<file path="src/hdl/sti_pkg.sv">
package sti_pkg;

    localparam int TABLE_DEPTH = 16;
    localparam int VALUE_WIDTH = 32;
    localparam int ADDR_W      = $clog2(TABLE_DEPTH);
    localparam int CNT_W       = $clog2(TABLE_DEPTH + 1);
    localparam int POS_W       = 4;

    typedef enum logic [1:0] {
        ACT_INSERT = 2'd0,
        ACT_DELETE = 2'd1,
        ACT_SHOW   = 2'd2
    } t_action;

    typedef enum logic [1:0] {
        ST_OK       = 2'd0,
        ST_FULL     = 2'd1,
        ST_NOTFOUND = 2'd2,
        ST_EMPTY    = 2'd3
    } t_status;

    typedef struct packed {
        t_action                       action;
        logic signed [VALUE_WIDTH-1:0] value;
    } t_in_word;

    typedef struct packed {
        t_status                       status;
        logic signed [VALUE_WIDTH-1:0] entry_value;
        logic [POS_W-1:0]              entry_position;
        logic                          last;
    } t_out_word;

    typedef enum logic [2:0] {
        S_IDLE,
        S_INS_CMP,
        S_DEL_CMP,
        S_DEL_SHIFT,
        S_SHOW_OUT
    } t_state;

    typedef enum logic [2:0] {
        IDX_HOLD,
        IDX_ZERO,
        IDX_COUNT,
        IDX_INC,
        IDX_DEC
    } t_idx_op;

    typedef enum logic [1:0] {
        RD_MINUS1,
        RD_SAME,
        RD_PLUS1
    } t_rd_off;

    typedef enum logic {
        WR_DATA,
        WR_VALUE
    } t_wr_sel;

    typedef enum logic [1:0] {
        CNT_HOLD,
        CNT_INC,
        CNT_DEC
    } t_cnt_op;

    typedef enum logic [1:0] {
        VS_INPUT,
        VS_HELD,
        VS_DATA,
        VS_ZERO
    } t_val_sel;

    typedef enum logic [1:0] {
        PS_INDEX,
        PS_HELD,
        PS_ZERO
    } t_pos_sel;

    typedef struct packed {
        logic     load;
        t_idx_op  idx_op;
        t_rd_off  rd_off;
        logic     mem_we;
        t_wr_sel  wr_sel;
        t_cnt_op  cnt_op;
        logic     pos_cap;
        logic     emit;
        t_status  status;
        t_val_sel val_sel;
        t_pos_sel pos_sel;
        logic     last;
    } t_cmd;

    typedef struct packed {
        logic data_gt;
        logic data_eq;
        logic idx_zero;
        logic idx_p1_lt_cnt;
        logic idx_p2_lt_cnt;
        logic cnt_zero;
        logic full;
    } t_sts;

endpackage

</file>
<file path="src/hdl/sorted_table_insert_delete_core.sv">
// Sorted table of up to 16 signed 32-bit values, kept in ascending order.
// Command word in: action (insert, delete, show) and value, taken at a rising
// edge with start high and busy low. Result words out: one cycle each on
// o_result, marked by o_strobe; the receiver must take every word as it comes.
// Insert: walks down from the top entry, moving larger entries up one slot a
// cycle; busy stays high until the value is written at its sorted position.
// A full table gives a single "full" word the cycle after the command, with
// busy never raised.
// Delete: scans up from the bottom for the first equal entry, then moves the
// entries behind it down one slot a cycle. No match gives a single "not
// found" word.
// Show: one word per entry, back to back, the final one flagged last. An
// empty table gives a single "empty" word.
// Each result word is registered and appears in the cycle after the step that
// makes it; a new command may be taken while that word is still on the ports.
// Reset clears the entry count and the state machine; table contents are left
// as they were, and entries above the count may be read but are never used.
module sorted_table_insert_delete_core (
    input  logic               i_clk,
    input  logic               i_rst_n,
    input  logic               start,
    input  sti_pkg::t_in_word  i_word,
    output logic               busy,
    output logic               o_strobe,
    output sti_pkg::t_out_word o_result
);

    sti_pkg::t_cmd w_cmd;
    sti_pkg::t_sts w_sts;

    // sequence each command: walk, compare and move entries
    sti_controller u_ctrl (
        .i_clk    (i_clk),
        .i_rst_n  (i_rst_n),
        .i_start  (start),
        .i_action (i_word.action),
        .i_sts    (w_sts),
        .o_cmd    (w_cmd),
        .o_busy   (busy)
    );

    // hold table, index, count and the registered result word
    sti_datapath u_dp (
        .i_clk    (i_clk),
        .i_rst_n  (i_rst_n),
        .i_word   (i_word),
        .i_cmd    (w_cmd),
        .o_sts    (w_sts),
        .o_strobe (o_strobe),
        .o_result (o_result)
    );

`ifndef ASSERT_OFF
    // never write the table while waiting for a command
    a_write_only_busy : assert property (@(posedge i_clk) disable iff (!i_rst_n)
        w_cmd.mem_we |-> busy)
        else $error("table written outside a command");

    // a show stream runs without gaps until its last word
    a_show_no_gap : assert property (@(posedge i_clk) disable iff (!i_rst_n)
        (o_strobe && !o_result.last) |=> o_strobe)
        else $error("result stream broken before last word");

    // insert into a full table answers at once with a full word
    a_full_reply : assert property (@(posedge i_clk) disable iff (!i_rst_n)
        (start && !busy && i_word.action == sti_pkg::ACT_INSERT && w_sts.full)
        |=> (o_strobe && o_result.status == sti_pkg::ST_FULL && !busy))
        else $error("full table insert not refused");

    // the entry count never passes the table depth
    a_count_bound : assert property (@(posedge i_clk) disable iff (!i_rst_n)
        (w_sts.full && busy) |-> !w_cmd.mem_we || w_cmd.cnt_op != sti_pkg::CNT_INC)
        else $error("entry count overflow");
`endif

endmodule

</file>
<file path="src/hdl/sti_datapath.sv">
module sti_datapath (
    input  logic              i_clk,
    input  logic              i_rst_n,
    input  sti_pkg::t_in_word i_word,
    input  sti_pkg::t_cmd     i_cmd,
    output sti_pkg::t_sts     o_sts,
    output logic              o_strobe,
    output sti_pkg::t_out_word o_result
);

    logic [sti_pkg::VALUE_WIDTH-1:0] r_mem [sti_pkg::TABLE_DEPTH];

    logic [sti_pkg::VALUE_WIDTH-1:0] r_rd_data;
    logic [sti_pkg::VALUE_WIDTH-1:0] r_value, n_value;
    logic [sti_pkg::CNT_W-1:0]       r_idx, n_idx;
    logic [sti_pkg::CNT_W-1:0]       r_count, n_count;
    logic [sti_pkg::POS_W-1:0]       r_pos, n_pos;
    logic                            r_strobe, n_strobe;
    sti_pkg::t_out_word              r_result, n_result;

    logic [sti_pkg::CNT_W-1:0]       w_rd_full;
    logic [sti_pkg::ADDR_W-1:0]      w_rd_addr;
    logic [sti_pkg::VALUE_WIDTH-1:0] w_wr_data;
    logic [sti_pkg::CNT_W:0]         w_idx_p1;
    logic [sti_pkg::CNT_W:0]         w_idx_p2;

    // status towards the controller
    always_comb begin
        w_idx_p1 = {1'b0, r_idx} + (sti_pkg::CNT_W+1)'(1);
        w_idx_p2 = {1'b0, r_idx} + (sti_pkg::CNT_W+1)'(2);
        o_sts.data_gt       = $signed(r_rd_data) > $signed(r_value);
        o_sts.data_eq       = r_rd_data == r_value;
        o_sts.idx_zero      = r_idx == '0;
        o_sts.idx_p1_lt_cnt = w_idx_p1 < {1'b0, r_count};
        o_sts.idx_p2_lt_cnt = w_idx_p2 < {1'b0, r_count};
        o_sts.cnt_zero      = r_count == '0;
        o_sts.full          = r_count >= sti_pkg::CNT_W'(sti_pkg::TABLE_DEPTH);
    end

    always_comb begin
        n_value = i_cmd.load ? i_word.value : r_value;

        case (i_cmd.idx_op)
            sti_pkg::IDX_ZERO:  n_idx = '0;
            sti_pkg::IDX_COUNT: n_idx = r_count;
            sti_pkg::IDX_INC:   n_idx = r_idx + sti_pkg::CNT_W'(1);
            sti_pkg::IDX_DEC:   n_idx = r_idx - sti_pkg::CNT_W'(1);
            default:            n_idx = r_idx;
        endcase

        case (i_cmd.rd_off)
            sti_pkg::RD_MINUS1: w_rd_full = n_idx - sti_pkg::CNT_W'(1);
            sti_pkg::RD_PLUS1:  w_rd_full = n_idx + sti_pkg::CNT_W'(1);
            default:            w_rd_full = n_idx;
        endcase
        w_rd_addr = w_rd_full[sti_pkg::ADDR_W-1:0];

        w_wr_data = (i_cmd.wr_sel == sti_pkg::WR_DATA) ? r_rd_data : r_value;

        case (i_cmd.cnt_op)
            sti_pkg::CNT_INC: n_count = r_count + sti_pkg::CNT_W'(1);
            sti_pkg::CNT_DEC: n_count = r_count - sti_pkg::CNT_W'(1);
            default:          n_count = r_count;
        endcase

        n_pos = i_cmd.pos_cap ? r_idx[sti_pkg::POS_W-1:0] : r_pos;

        n_strobe = i_cmd.emit;
        n_result.status = i_cmd.status;
        n_result.last   = i_cmd.last;
        case (i_cmd.val_sel)
            sti_pkg::VS_INPUT: n_result.entry_value = i_word.value;
            sti_pkg::VS_HELD:  n_result.entry_value = r_value;
            sti_pkg::VS_DATA:  n_result.entry_value = r_rd_data;
            default:           n_result.entry_value = '0;
        endcase
        case (i_cmd.pos_sel)
            sti_pkg::PS_INDEX: n_result.entry_position = r_idx[sti_pkg::POS_W-1:0];
            sti_pkg::PS_HELD:  n_result.entry_position = r_pos;
            default:           n_result.entry_position = '0;
        endcase
    end

    // table storage: one write and one registered read per cycle
    always_ff @(posedge i_clk) begin
        if (i_cmd.mem_we) begin
            r_mem[r_idx[sti_pkg::ADDR_W-1:0]] <= w_wr_data;
        end
        r_rd_data <= r_mem[w_rd_addr];
    end

    always_ff @(posedge i_clk) begin
        if (!i_rst_n) begin
            r_count  <= '0;
            r_strobe <= 1'b0;
        end else begin
            r_count  <= n_count;
            r_strobe <= n_strobe;
        end
        r_value  <= n_value;
        r_idx    <= n_idx;
        r_pos    <= n_pos;
        r_result <= n_result;
    end

    assign o_strobe = r_strobe;
    assign o_result = r_result;

endmodule

</file>
<file path="src/hdl/sti_controller.sv">
module sti_controller (
    input  logic             i_clk,
    input  logic             i_rst_n,
    input  logic             i_start,
    input  sti_pkg::t_action i_action,
    input  sti_pkg::t_sts    i_sts,
    output sti_pkg::t_cmd    o_cmd,
    output logic             o_busy
);

    sti_pkg::t_state r_state, n_state;

    always_ff @(posedge i_clk) begin
        if (!i_rst_n) begin
            r_state <= sti_pkg::S_IDLE;
        end else begin
            r_state <= n_state;
        end
    end

    always_comb begin
        n_state       = r_state;
        o_cmd.load    = 1'b0;
        o_cmd.idx_op  = sti_pkg::IDX_HOLD;
        o_cmd.rd_off  = sti_pkg::RD_SAME;
        o_cmd.mem_we  = 1'b0;
        o_cmd.wr_sel  = sti_pkg::WR_DATA;
        o_cmd.cnt_op  = sti_pkg::CNT_HOLD;
        o_cmd.pos_cap = 1'b0;
        o_cmd.emit    = 1'b0;
        o_cmd.status  = sti_pkg::ST_OK;
        o_cmd.val_sel = sti_pkg::VS_HELD;
        o_cmd.pos_sel = sti_pkg::PS_ZERO;
        o_cmd.last    = 1'b1;

        unique case (r_state)
            sti_pkg::S_IDLE: begin
                if (i_start) begin
                    o_cmd.load = 1'b1;
                    unique case (i_action)
                        sti_pkg::ACT_INSERT: begin
                            if (i_sts.full) begin
                                o_cmd.emit    = 1'b1;
                                o_cmd.status  = sti_pkg::ST_FULL;
                                o_cmd.val_sel = sti_pkg::VS_INPUT;
                            end else begin
                                // walk down from the top entry
                                o_cmd.idx_op = sti_pkg::IDX_COUNT;
                                o_cmd.rd_off = sti_pkg::RD_MINUS1;
                                n_state      = sti_pkg::S_INS_CMP;
                            end
                        end
                        sti_pkg::ACT_DELETE: begin
                            if (i_sts.cnt_zero) begin
                                o_cmd.emit    = 1'b1;
                                o_cmd.status  = sti_pkg::ST_NOTFOUND;
                                o_cmd.val_sel = sti_pkg::VS_INPUT;
                            end else begin
                                o_cmd.idx_op = sti_pkg::IDX_ZERO;
                                n_state      = sti_pkg::S_DEL_CMP;
                            end
                        end
                        sti_pkg::ACT_SHOW: begin
                            if (i_sts.cnt_zero) begin
                                o_cmd.emit    = 1'b1;
                                o_cmd.status  = sti_pkg::ST_EMPTY;
                                o_cmd.val_sel = sti_pkg::VS_ZERO;
                            end else begin
                                o_cmd.idx_op = sti_pkg::IDX_ZERO;
                                n_state      = sti_pkg::S_SHOW_OUT;
                            end
                        end
                        default: begin
                        end
                    endcase
                end
            end
            sti_pkg::S_INS_CMP: begin
                if (!i_sts.idx_zero && i_sts.data_gt) begin
                    // move the larger entry up one slot
                    o_cmd.mem_we = 1'b1;
                    o_cmd.wr_sel = sti_pkg::WR_DATA;
                    o_cmd.idx_op = sti_pkg::IDX_DEC;
                    o_cmd.rd_off = sti_pkg::RD_MINUS1;
                end else begin
                    o_cmd.mem_we  = 1'b1;
                    o_cmd.wr_sel  = sti_pkg::WR_VALUE;
                    o_cmd.cnt_op  = sti_pkg::CNT_INC;
                    o_cmd.emit    = 1'b1;
                    o_cmd.pos_sel = sti_pkg::PS_INDEX;
                    n_state       = sti_pkg::S_IDLE;
                end
            end
            sti_pkg::S_DEL_CMP: begin
                if (i_sts.data_eq) begin
                    if (i_sts.idx_p1_lt_cnt) begin
                        o_cmd.pos_cap = 1'b1;
                        o_cmd.rd_off  = sti_pkg::RD_PLUS1;
                        n_state       = sti_pkg::S_DEL_SHIFT;
                    end else begin
                        o_cmd.cnt_op  = sti_pkg::CNT_DEC;
                        o_cmd.emit    = 1'b1;
                        o_cmd.pos_sel = sti_pkg::PS_INDEX;
                        n_state       = sti_pkg::S_IDLE;
                    end
                end else if (i_sts.idx_p1_lt_cnt) begin
                    o_cmd.idx_op = sti_pkg::IDX_INC;
                end else begin
                    o_cmd.emit   = 1'b1;
                    o_cmd.status = sti_pkg::ST_NOTFOUND;
                    n_state      = sti_pkg::S_IDLE;
                end
            end
            sti_pkg::S_DEL_SHIFT: begin
                o_cmd.mem_we = 1'b1;
                o_cmd.wr_sel = sti_pkg::WR_DATA;
                if (i_sts.idx_p2_lt_cnt) begin
                    o_cmd.idx_op = sti_pkg::IDX_INC;
                    o_cmd.rd_off = sti_pkg::RD_PLUS1;
                end else begin
                    o_cmd.cnt_op  = sti_pkg::CNT_DEC;
                    o_cmd.emit    = 1'b1;
                    o_cmd.pos_sel = sti_pkg::PS_HELD;
                    n_state       = sti_pkg::S_IDLE;
                end
            end
            sti_pkg::S_SHOW_OUT: begin
                o_cmd.emit    = 1'b1;
                o_cmd.val_sel = sti_pkg::VS_DATA;
                o_cmd.pos_sel = sti_pkg::PS_INDEX;
                o_cmd.last    = !i_sts.idx_p1_lt_cnt;
                if (i_sts.idx_p1_lt_cnt) begin
                    o_cmd.idx_op = sti_pkg::IDX_INC;
                end else begin
                    n_state = sti_pkg::S_IDLE;
                end
            end
            default: begin
                n_state = sti_pkg::S_IDLE;
            end
        endcase
    end

    assign o_busy = r_state != sti_pkg::S_IDLE;

endmodule
</file>
<file path="config.mk">
export PLATFORM = sky130hd
export DESIGN_NAME = sorted_table_insert_delete_core
export DESIGN_NICKNAME = d
export VERILOG_FILES = /design/src/hdl/sti_pkg.sv /design/src/hdl/sorted_table_insert_delete_core.sv /design/src/hdl/sti_datapath.sv /design/src/hdl/sti_controller.sv
export SDC_FILE = /design/constraint.sdc
export NUM_CORES = 1
export LEC_CHECK = 0
export BUFFER_PORTS_ARGS = -buffer_cell sky130_fd_sc_hd__buf_4
export CORE_MARGIN = 5
export CORE_UTILIZATION = 50
export CTS_CLUSTER_DIAMETER = 30
export DETAILED_ROUTE_END_ITERATION = 8
export PLACE_DENSITY = 0.66
export SYNTH_ARGS = -nofsm -noshare
export SYNTH_HDL_FRONTEND = slang
export SYNTH_SLANG_ARGS = --single-unit
</file>
<file path="constraint.sdc">
create_clock -name i_clk -period 11.6 [get_ports i_clk]
set_input_delay 2.32 -clock i_clk [delete_from_list [all_inputs] [get_ports i_clk]]
set_output_delay 2.32 -clock i_clk [all_outputs]
set_load 0.01 [all_outputs]
</file>
==> impl_results.md, run 1 <==
- Worst reg-to-reg path cell count: 21
- Global-route wire length before repair: 113 mm
- FF-to-FF setup slack: approximately 5.4 ns
- Antenna cells: 0
- Antenna violations before repair: 0
- Gate Count Post-Synth: between 2000 and 2500
- Pwr/cell area: around 270 mW/mm^2
- Post-Route Utilization: 61.3%
- Status: finished with violations
- DRT iter0 DRCs: 2551
- Vias post-DR: roughly 19000
- Post-DRT Antenna Nets: 0
- RR Startpoint: u_dp.r_value[31]
- RR Endpoint: u_dp.r_rd_data[13]
- Yosys cell types: 73
- Share of layout cells above drive strength 1: between 10% and 20%
- Crit. End Element: register
- Routed WL per cell: approximately 25 um
- Primary FF master, synth: edfxtp_1
- DP HPWL: approximately 37 mm
- Hold Path Sink: u_dp.o_result[1]
- RSZ-0062 raised after global routing: false
- IO Count: 78
- Worst Skew: around 0.029 ns
- Crit start category: input pin
- CORE AREA: approximately 0.053 mm^2
- Post-Syn Area per Cell: 12.5 um^2
- Power Total: between 8 and 9 mW
- Worst-skew pair later-pin latency: between 0.6 and 0.7 ns
- Crit-path cells: buf_4 -> and2_2 -> nand2_1 -> nand2b_1 -> o41ai_4 -> a2111oi_2 -> nor2_4 -> inv_2 -> fa_1 -> or3_1 -> o31ai_4 -> buf_4 -> nand3_1 -> nand4_1 -> mux2i_1
- Mapped Nets: 2250
- Post-route setup TNS: 0 ns
- Max_slew headroom: approximately 14%
- Period utilisation layout: 55.9%
- Post-synth ARST share: 0%
- CTS tree: built
- FMAX: approximately 150 MHz
- Mapped Area: 0.0268 mm^2
- Initial Util: between 50% and 60%
- VDD IR-drop max: around 0.22 mV
- Area Growth Syn to Fin: 21.0%
- Crit-path max cell delay: between 0.8 and 0.9 ns
- Root Driver: clkbuf_16
- CTS Buf Count: around 120
- Initial DRT Pass Iterations: 9
- PostCTS Resize Cnt: 0
- Final GP Congestion: 0.887
- WP data required: between 10 and 15 ns
- Post-synthesis register bit count: 633
- Failing checks: DRC
- H-tree Lvls: 3
- EDFF count, synth: between 500 and 600
- Number of global-route vias before repair: 18400
- Cell mode on critical path: buf_4
- Register area share after synthesis: 67.8%
- Crit path from: start
- WHS Path Cells: 1
- Post-synth top cells: 549 x edfxtp_1, 526 x nand3_1, 300 x o21ai_0
- Final-report hold violation count: 0
- Worst-Margin Slew: about 1.3 ns
- Synth top area share: roughly three fifths
- # setup viols final: 0
- Area leader, netlist: edfxtp_1
- Worst hold path class: register to register
- Via-to-Cell Ratio: 6.27
- Die Span X: around 240 um
- Leakage: about 11 nW
- Clock slew seen by the registers of the worst setup and hold paths: approximately 0.050 ns
- Critical-path top delay cell: buf_4
- CP Data Arrival Time: ~7 ns
- Clock buffer depth: 3
- Slew Limit Fails: 0
- Min-delay src: u_dp.r_pos[0]
- Hold_ws: between 0.4 and 0.5 ns
- Port-buffer cells: between 70 and 80
- GRT Total Usage: 25.4%
- GRT overflow: 0
- Max_cap viols: 0
- Count leader, synth: edfxtp_1
- Post-CTS Setup Bufs: 0
- Crit Path Max Fanout: 64
- Setup Crit Path Kind: input pin to register
- Clock Sinks: around 630
- Row count: 84
- Hold-fix buffers, CTS: 0
- Chip height: roughly 240 um
- Total Nets Final: around 2300
- Top post-synthesis cells by area: edfxtp_1 62%, nand3_1 9.8%, dfxtp_1 6.3%
- Largest net degree at the start of global routing: 211
- # DRC: 1
- Total Die Area: slightly below 0.06 mm^2
- Synthesis warning total: 0
- Final worst path period need: about 6.5 ns
- Fillers: 3953
- Final WL: around 75 mm
critical path: cells and delay by family:
| kind | cells | cell delay [ns] |
|---|---|---|
| multiplexers | 1 | 0.08 |
| adder cells (fa/ha/maj) | 1 | 0.49 |
| buffers and inverters | 3 | 1.08 |
| AND/OR/NAND/NOR | 7 | 2.36 |
| AO/OA/AOI/OAI | 3 | 0.59 |
flip-flops by register name, indices dropped and copies added (netlist names):
signal and count:
u_dp.r_mem 512, u_dp.r_idx 5, u_dp.o_strobe 1, u_ctrl.r_state 3, u_dp.r_rd_data 32, u_dp.r_value 32
u_dp.o_result 39, u_dp.r_count 5, u_dp.r_pos 4
metal layers:
metal	wire length, um	vias up	share of wire, %	GRT usage [%]
met4	1920	0	2.5	8.65
met5	0	-	0	0
met2	34400	1116	46	39.0
met3	8750	141	12	6.65
met1	30200	9319	40	35.6
li1	-	8436	-	-
through the flow:
stage	instance area, um^2	instances	setup slack [ns]
CTS	32400	3030	5.22
global placement	28200	2813	4.69
finish	32400	3030	5.11
global route	32400	3030	4.85
detailed placement	28200	2813	4.56
floorplan	26800	2151	5.40
kinds of logic (layout without fill, tap and decap cells):
family          Yosys count  after routing  share of synthesized area [%]
simple gates            745            745                           14.3
flops                   633            633                           67.8
compound gates          417            417                           9.37
buf+inv                 245            436                           3.71
fa+ha+maj                62             62                           2.98
mux                      34             34                           1.32
xor+xnor                 15             15                          0.490
cell usage in the layout, fill, tap and decap left out, drive strengths merged, types with 33 or more instances in the layout:
cell type | netlist | final
edfxtp | 549 | 549
nand3 | 526 | 526
o21ai | 305 | 305
clkbuf | 123 | 141
buf | 41 | 138
inv | 81 | 95
dfxtp | 84 | 84
nand4 | 75 | 75
nand2 | 67 | 67
ha | 59 | 59
mux2i | 33 | 33
report_power, final:
part	switching (mW)	internal [mW]	total [mW]	leakage, nW
Clock	1.16	2.44	3.61	2.03
Combinational	1.36	0.612	1.97	3.70
Sequential	0.153	2.92	3.07	5.65
Total	2.68	5.97	8.65	11.4
worst max path at each step:
stage | endpoint | slack, ns | depth (start not counted)
6_report | u_dp.r_rd_data[13] | 5.11 | 15
5_1_grt | u_dp.r_rd_data[13] | 4.85 | 15
4_1_cts | u_dp.r_rd_data[13] | 5.22 | 15
3_5_place_dp | u_dp.r_rd_data[13] | 4.56 | 15
3_3_place_gp | u_dp.r_rd_data[27] | 4.69 | 15
2_1_floorplan | u_dp.r_rd_data[0] | 5.40 | 14
cell type report:
cell class                 instances  area, um^2  share of cell area [%]
clock buffer                     141        3110                    9.59
tap                              688         861                    2.66
timing repair buffer             138        1050                    3.24
multi-input combinational       1273        7780                    24.0
inverter                          81         309                   0.954
sequential                       633       18200                    56.1
clock inverter                    76        1130                    3.48
Power figures use the tool's default switching activity.
==> run 2, diff against run 1 <==
--- a/config.mk
+++ b/config.mk
@@ -5,6 +5,7 @@
 export SDC_FILE = /design/constraint.sdc
 export NUM_CORES = 1
 export LEC_CHECK = 0
+export ABC_AREA = 1
 export BUFFER_PORTS_ARGS = -buffer_cell sky130_fd_sc_hd__buf_4
 export CORE_MARGIN = 5
 export CORE_UTILIZATION = 50
==> constraint.sdc (replaced) <==
create_clock -name i_clk -period 6.8 [get_ports i_clk]
set_input_delay 1.36 -clock i_clk [delete_from_list [all_inputs] [get_ports i_clk]]
set_output_delay 1.36 -clock i_clk [all_outputs]
set_load 0.01 [all_outputs]
==> run 2 against run 1 <==
Net effect: the run now ends clean; core utilization down 0.92 points; clock-buffer cell count down 5; clock skew down 0.0014 ns; largest cell class unchanged; synthesized cell count up 32%.
==> impl_results.md, run 2 <==
- Status: complete, no violations
- Worst-skew pair later-pin latency: 0.66 ns (about the same)
- P_sw: 5.47 mW (+100%)
- GRT overflow: 0 (unchanged)
- Crit path from: u_dp.r_value[11]
- Crit start category: register
- Final WL: 77.8 mm (+3.3%)
- Leakage: 14.8 nW (+30%)
- Post-Route Utilization: 60.4% (-0.92 points)
- Number of flip-flops under the largest register name: 512 (unchanged)
- VDD IR-drop max: 0.270 mV (+25%)
- Final worst path period need: about 5.3 ns
- Clock power share: 36.8% (-4.9 points)
- CP Data Arrival Time: 5.91 ns (-1.08 ns)
- Yosys cell types: 44 (-40%)
- IO Count: 78 (unchanged)
- Number of global-route vias before repair: 20100 (+9.2%)
- Final-report hold violation count: 0 (unchanged)
- Top post-synthesis cells by area: edfxtp_1 58%, nand3_1 9.3%, nand2_1 8.3%
- CORE AREA: 0.0565 mm^2 (+6.9%)
- Mapped Area: 0.0286 mm^2 (+6.8%)
- Count leader, synth: nand2_1
- Post-synth ARST share: 0% (unchanged)
- PostCTS Resize Cnt: 0 (unchanged)
- Antenna violations before repair: 1 (+1)
- Vias post-DR: 20700 (+8.7%)
- WHS Path Cells: 2 (+1)
- Post-synthesis register bit count: 633 (unchanged)
- Crit Path Max Fanout: 28 (-56%)
- RSZ-0062 raised after global routing: false
- Mapped Nets: 2929 (+30%)
- Post-CTS Setup Bufs: 0 (unchanged)
- Worst reg-to-reg path cell count: 24 (+14%)
- Chip height: 249 um (+3.2%)
- Most frequent cells in the layout: 626 x nand2_1, 549 x edfxtp_1, 539 x inv_1, 534 x nand3_1, 137 x buf_4
- DP HPWL: 42.1 mm (+15%)
- Final GP Congestion: 0.935 (+5.4%)
- Total Die Area: 0.0621 mm^2 (+6.5%)
- Fillers: 4454 (+13%)
- FMAX: 187 MHz
- Max_cap viols: 0 (unchanged)
- DRT iter0 DRCs: 2042 (-20%)
- Post-Syn Area per Cell: 10.1 um^2 (-19%)
- Initial DRT Pass Iterations: 7 (-2)
- Hold-fix buffers, CTS: 0 (unchanged)
- Area leader, netlist: edfxtp_1
- H-tree Lvls: 3 (unchanged)
- Root Driver: clkbuf_16
- Logic pwr share: 29.6% (+6.8 points)
- Primary FF master, synth: edfxtp_1
- Cell-internal power: 10.2 mW (+70%)
- Row count: 87 (+3.6%)
- Gate Count Post-Synth: 2830 (+32%)
- Min-delay src: u_dp.r_pos[3]
- CTS tree: built
- EDFF count, synth: 549 (unchanged)
- Synthesis warning total: 0 (unchanged)
- Routed WL per cell: 20.4 um (-18%)
- Port-buffer cells: 77 (unchanged)
- Commonest non-fill, non-tap cell in the layout: nand2_1
- Largest net degree at the start of global routing: 138 (-35%)
- Register area share after synthesis: 63.5% (-4.3 points)
- Clock Sinks: 633 (unchanged)
- Share of layout cells above drive strength 1: 13.2% (-3.2 points)
- Post-route setup TNS: 0 ns (unchanged)
- Area Growth Syn to Fin: 19.2%
- # setup viols final: 0 (unchanged)
- GRT Total Usage: 24.5% (-0.93 points)
- Max_slew headroom: 15.8% (+1.9 points)
- WP data required: 7.37 ns (-4.73 ns)
- RR Startpoint: u_dp.r_value[11]
- Antenna cells: 0 (unchanged)
- # DRC: 0 (-1)
- Via-to-Cell Ratio: 5.42 (-14%)
- Clock slew seen by the registers of the worst setup and hold paths: 0.06 ns (about the same)
- FF-to-FF setup slack: 1.46 ns (-3.89 ns)
- Worst-Margin Slew: 1.26 ns (-0.0316 ns)
- Total Nets Final: 3054 (+30%)
- Post-DRT Antenna Nets: 0 (unchanged)
- Pwr/cell area: 458 mW/mm^2 (+72%)
- Worst hold path class: register to register
- Global-route wire length before repair: 118 mm (+4.6%)
- Reg power frac: 33.5% (-2.0 points)
- Crit. End Element: register
- Switch share: 35.0% (+4.0 points)
- Period utilisation layout: around 79%
- Post-synth top cells: 629 x nand2_1, 549 x edfxtp_1, 539 x inv_1
- Setup Crit Path Kind: register to register
- CTS Buf Count: 115 (unchanged)
- Worst Skew: 0.0272 ns (-0.00144 ns)
- Die Span X: 249 um (+3.2%)
- Clock buffer depth: 3 (unchanged)
- Initial Util: 50.6% (about the same)
- Slew Limit Fails: 0 (unchanged)
- Synth top area share: 57.6% (-3.9 points)
## run 2: cell types whose count changed in the layout (fill, tap and decap cells not counted), sizes merged, moves of 11 or more
cell	delta
inv	+477
o211ai	+29
o21ai	-254
nand3b	+63
nand2	+568
a222oi	-32
bufinv	-11
nor2	+29
nand3	+17
nand4	-66
mux2i	-33
## run 2: routing by layer
layer | wire [um] | vias to the layer above | track usage (%)
met2 | 35800 | 1028 | 38.7
met4 | 2450 | 2 | 9.81
li1 | - | 9617 | -
met1 | 31800 | 9856 | 33.7
met5 | 13 | - | 0
met3 | 7690 | 164 | 4.64
## run 2: path summary, 6_finish.rpt
check	endpoint
worst min-delay path	u_dp.o_result[4]
worst max register to register	u_dp.r_rd_data[0]
worst min register to register	u_dp.o_result[4]
worst max-delay path	u_dp.r_rd_data[0]
## run 2: power by group through the flow
stage	sequential (mW)	combinational (mW)	clock [mW]
after floorplan	5.25	3.12	0
after global placement	5.30	4.46	0
after detailed placement	5.30	4.56	0
after CTS	5.23	4.60	5.81
after global routing	5.25	5.11	6.01
final	5.24	4.63	5.75
## run 2: area by class of cell
type	count	area [um^2]	share of cell area [%]
Inverter	552	2070	6.07
Clock inverter	83	910	2.67
Tap cell	756	946	2.77
Multi-Input combinational cell	1510	7790	22.9
Clock buffer	136	3070	9.00
Sequential cell	633	18200	53.3
Timing Repair Buffer	143	1150	3.37
## run 2: kinds of logic after synthesis
group / share of synthesized area (%)
and+or+nand+nor: 21.0
buffers and inverters: 9.89
DFF: 63.5
xor gates and xnor gates: 0.245
AOI/OAI and AO/OA: 2.61
adders and majority gates: 2.79
## run 2: worst max-delay path, cell delays in order (launching register included)
cell	delay [ns]
edfxtp_1	0.32
inv_1	0.12
ha_1	0.34
nand2_1	0.05
inv_1	0.06
nand3_1	0.11
nor3_1	0.40
nand2_2	0.18
inv_2	0.10
a41oi_1	0.06
nand3_2	0.22
inv_1	0.14
fa_1	0.39
or2_2	0.30
nand3_1	0.08
nand3_1	0.15
ha_1	0.38
a21oi_1	0.23
nand2_1	0.10
nand2_1	0.08
nand4_1	0.09
nand2_1	0.31
buf_4	0.56
nand3_1	0.22
nand2_1	0.21
## run 2: stage by stage
stage	hold slack, ns	setup slack, ns	std cells	cell area (um^2)	power (mW)
floorplan	0.422	3.02	2830	28600	8.37
CTS	0.463	1.50	3813	34100	15.6
finish	0.454	1.46	3813	34100	15.6
global placement	0.440	1.53	3594	30100	9.76
detailed placement	0.454	1.50	3594	30100	9.86
global route	0.474	1.11	3813	34100	16.4
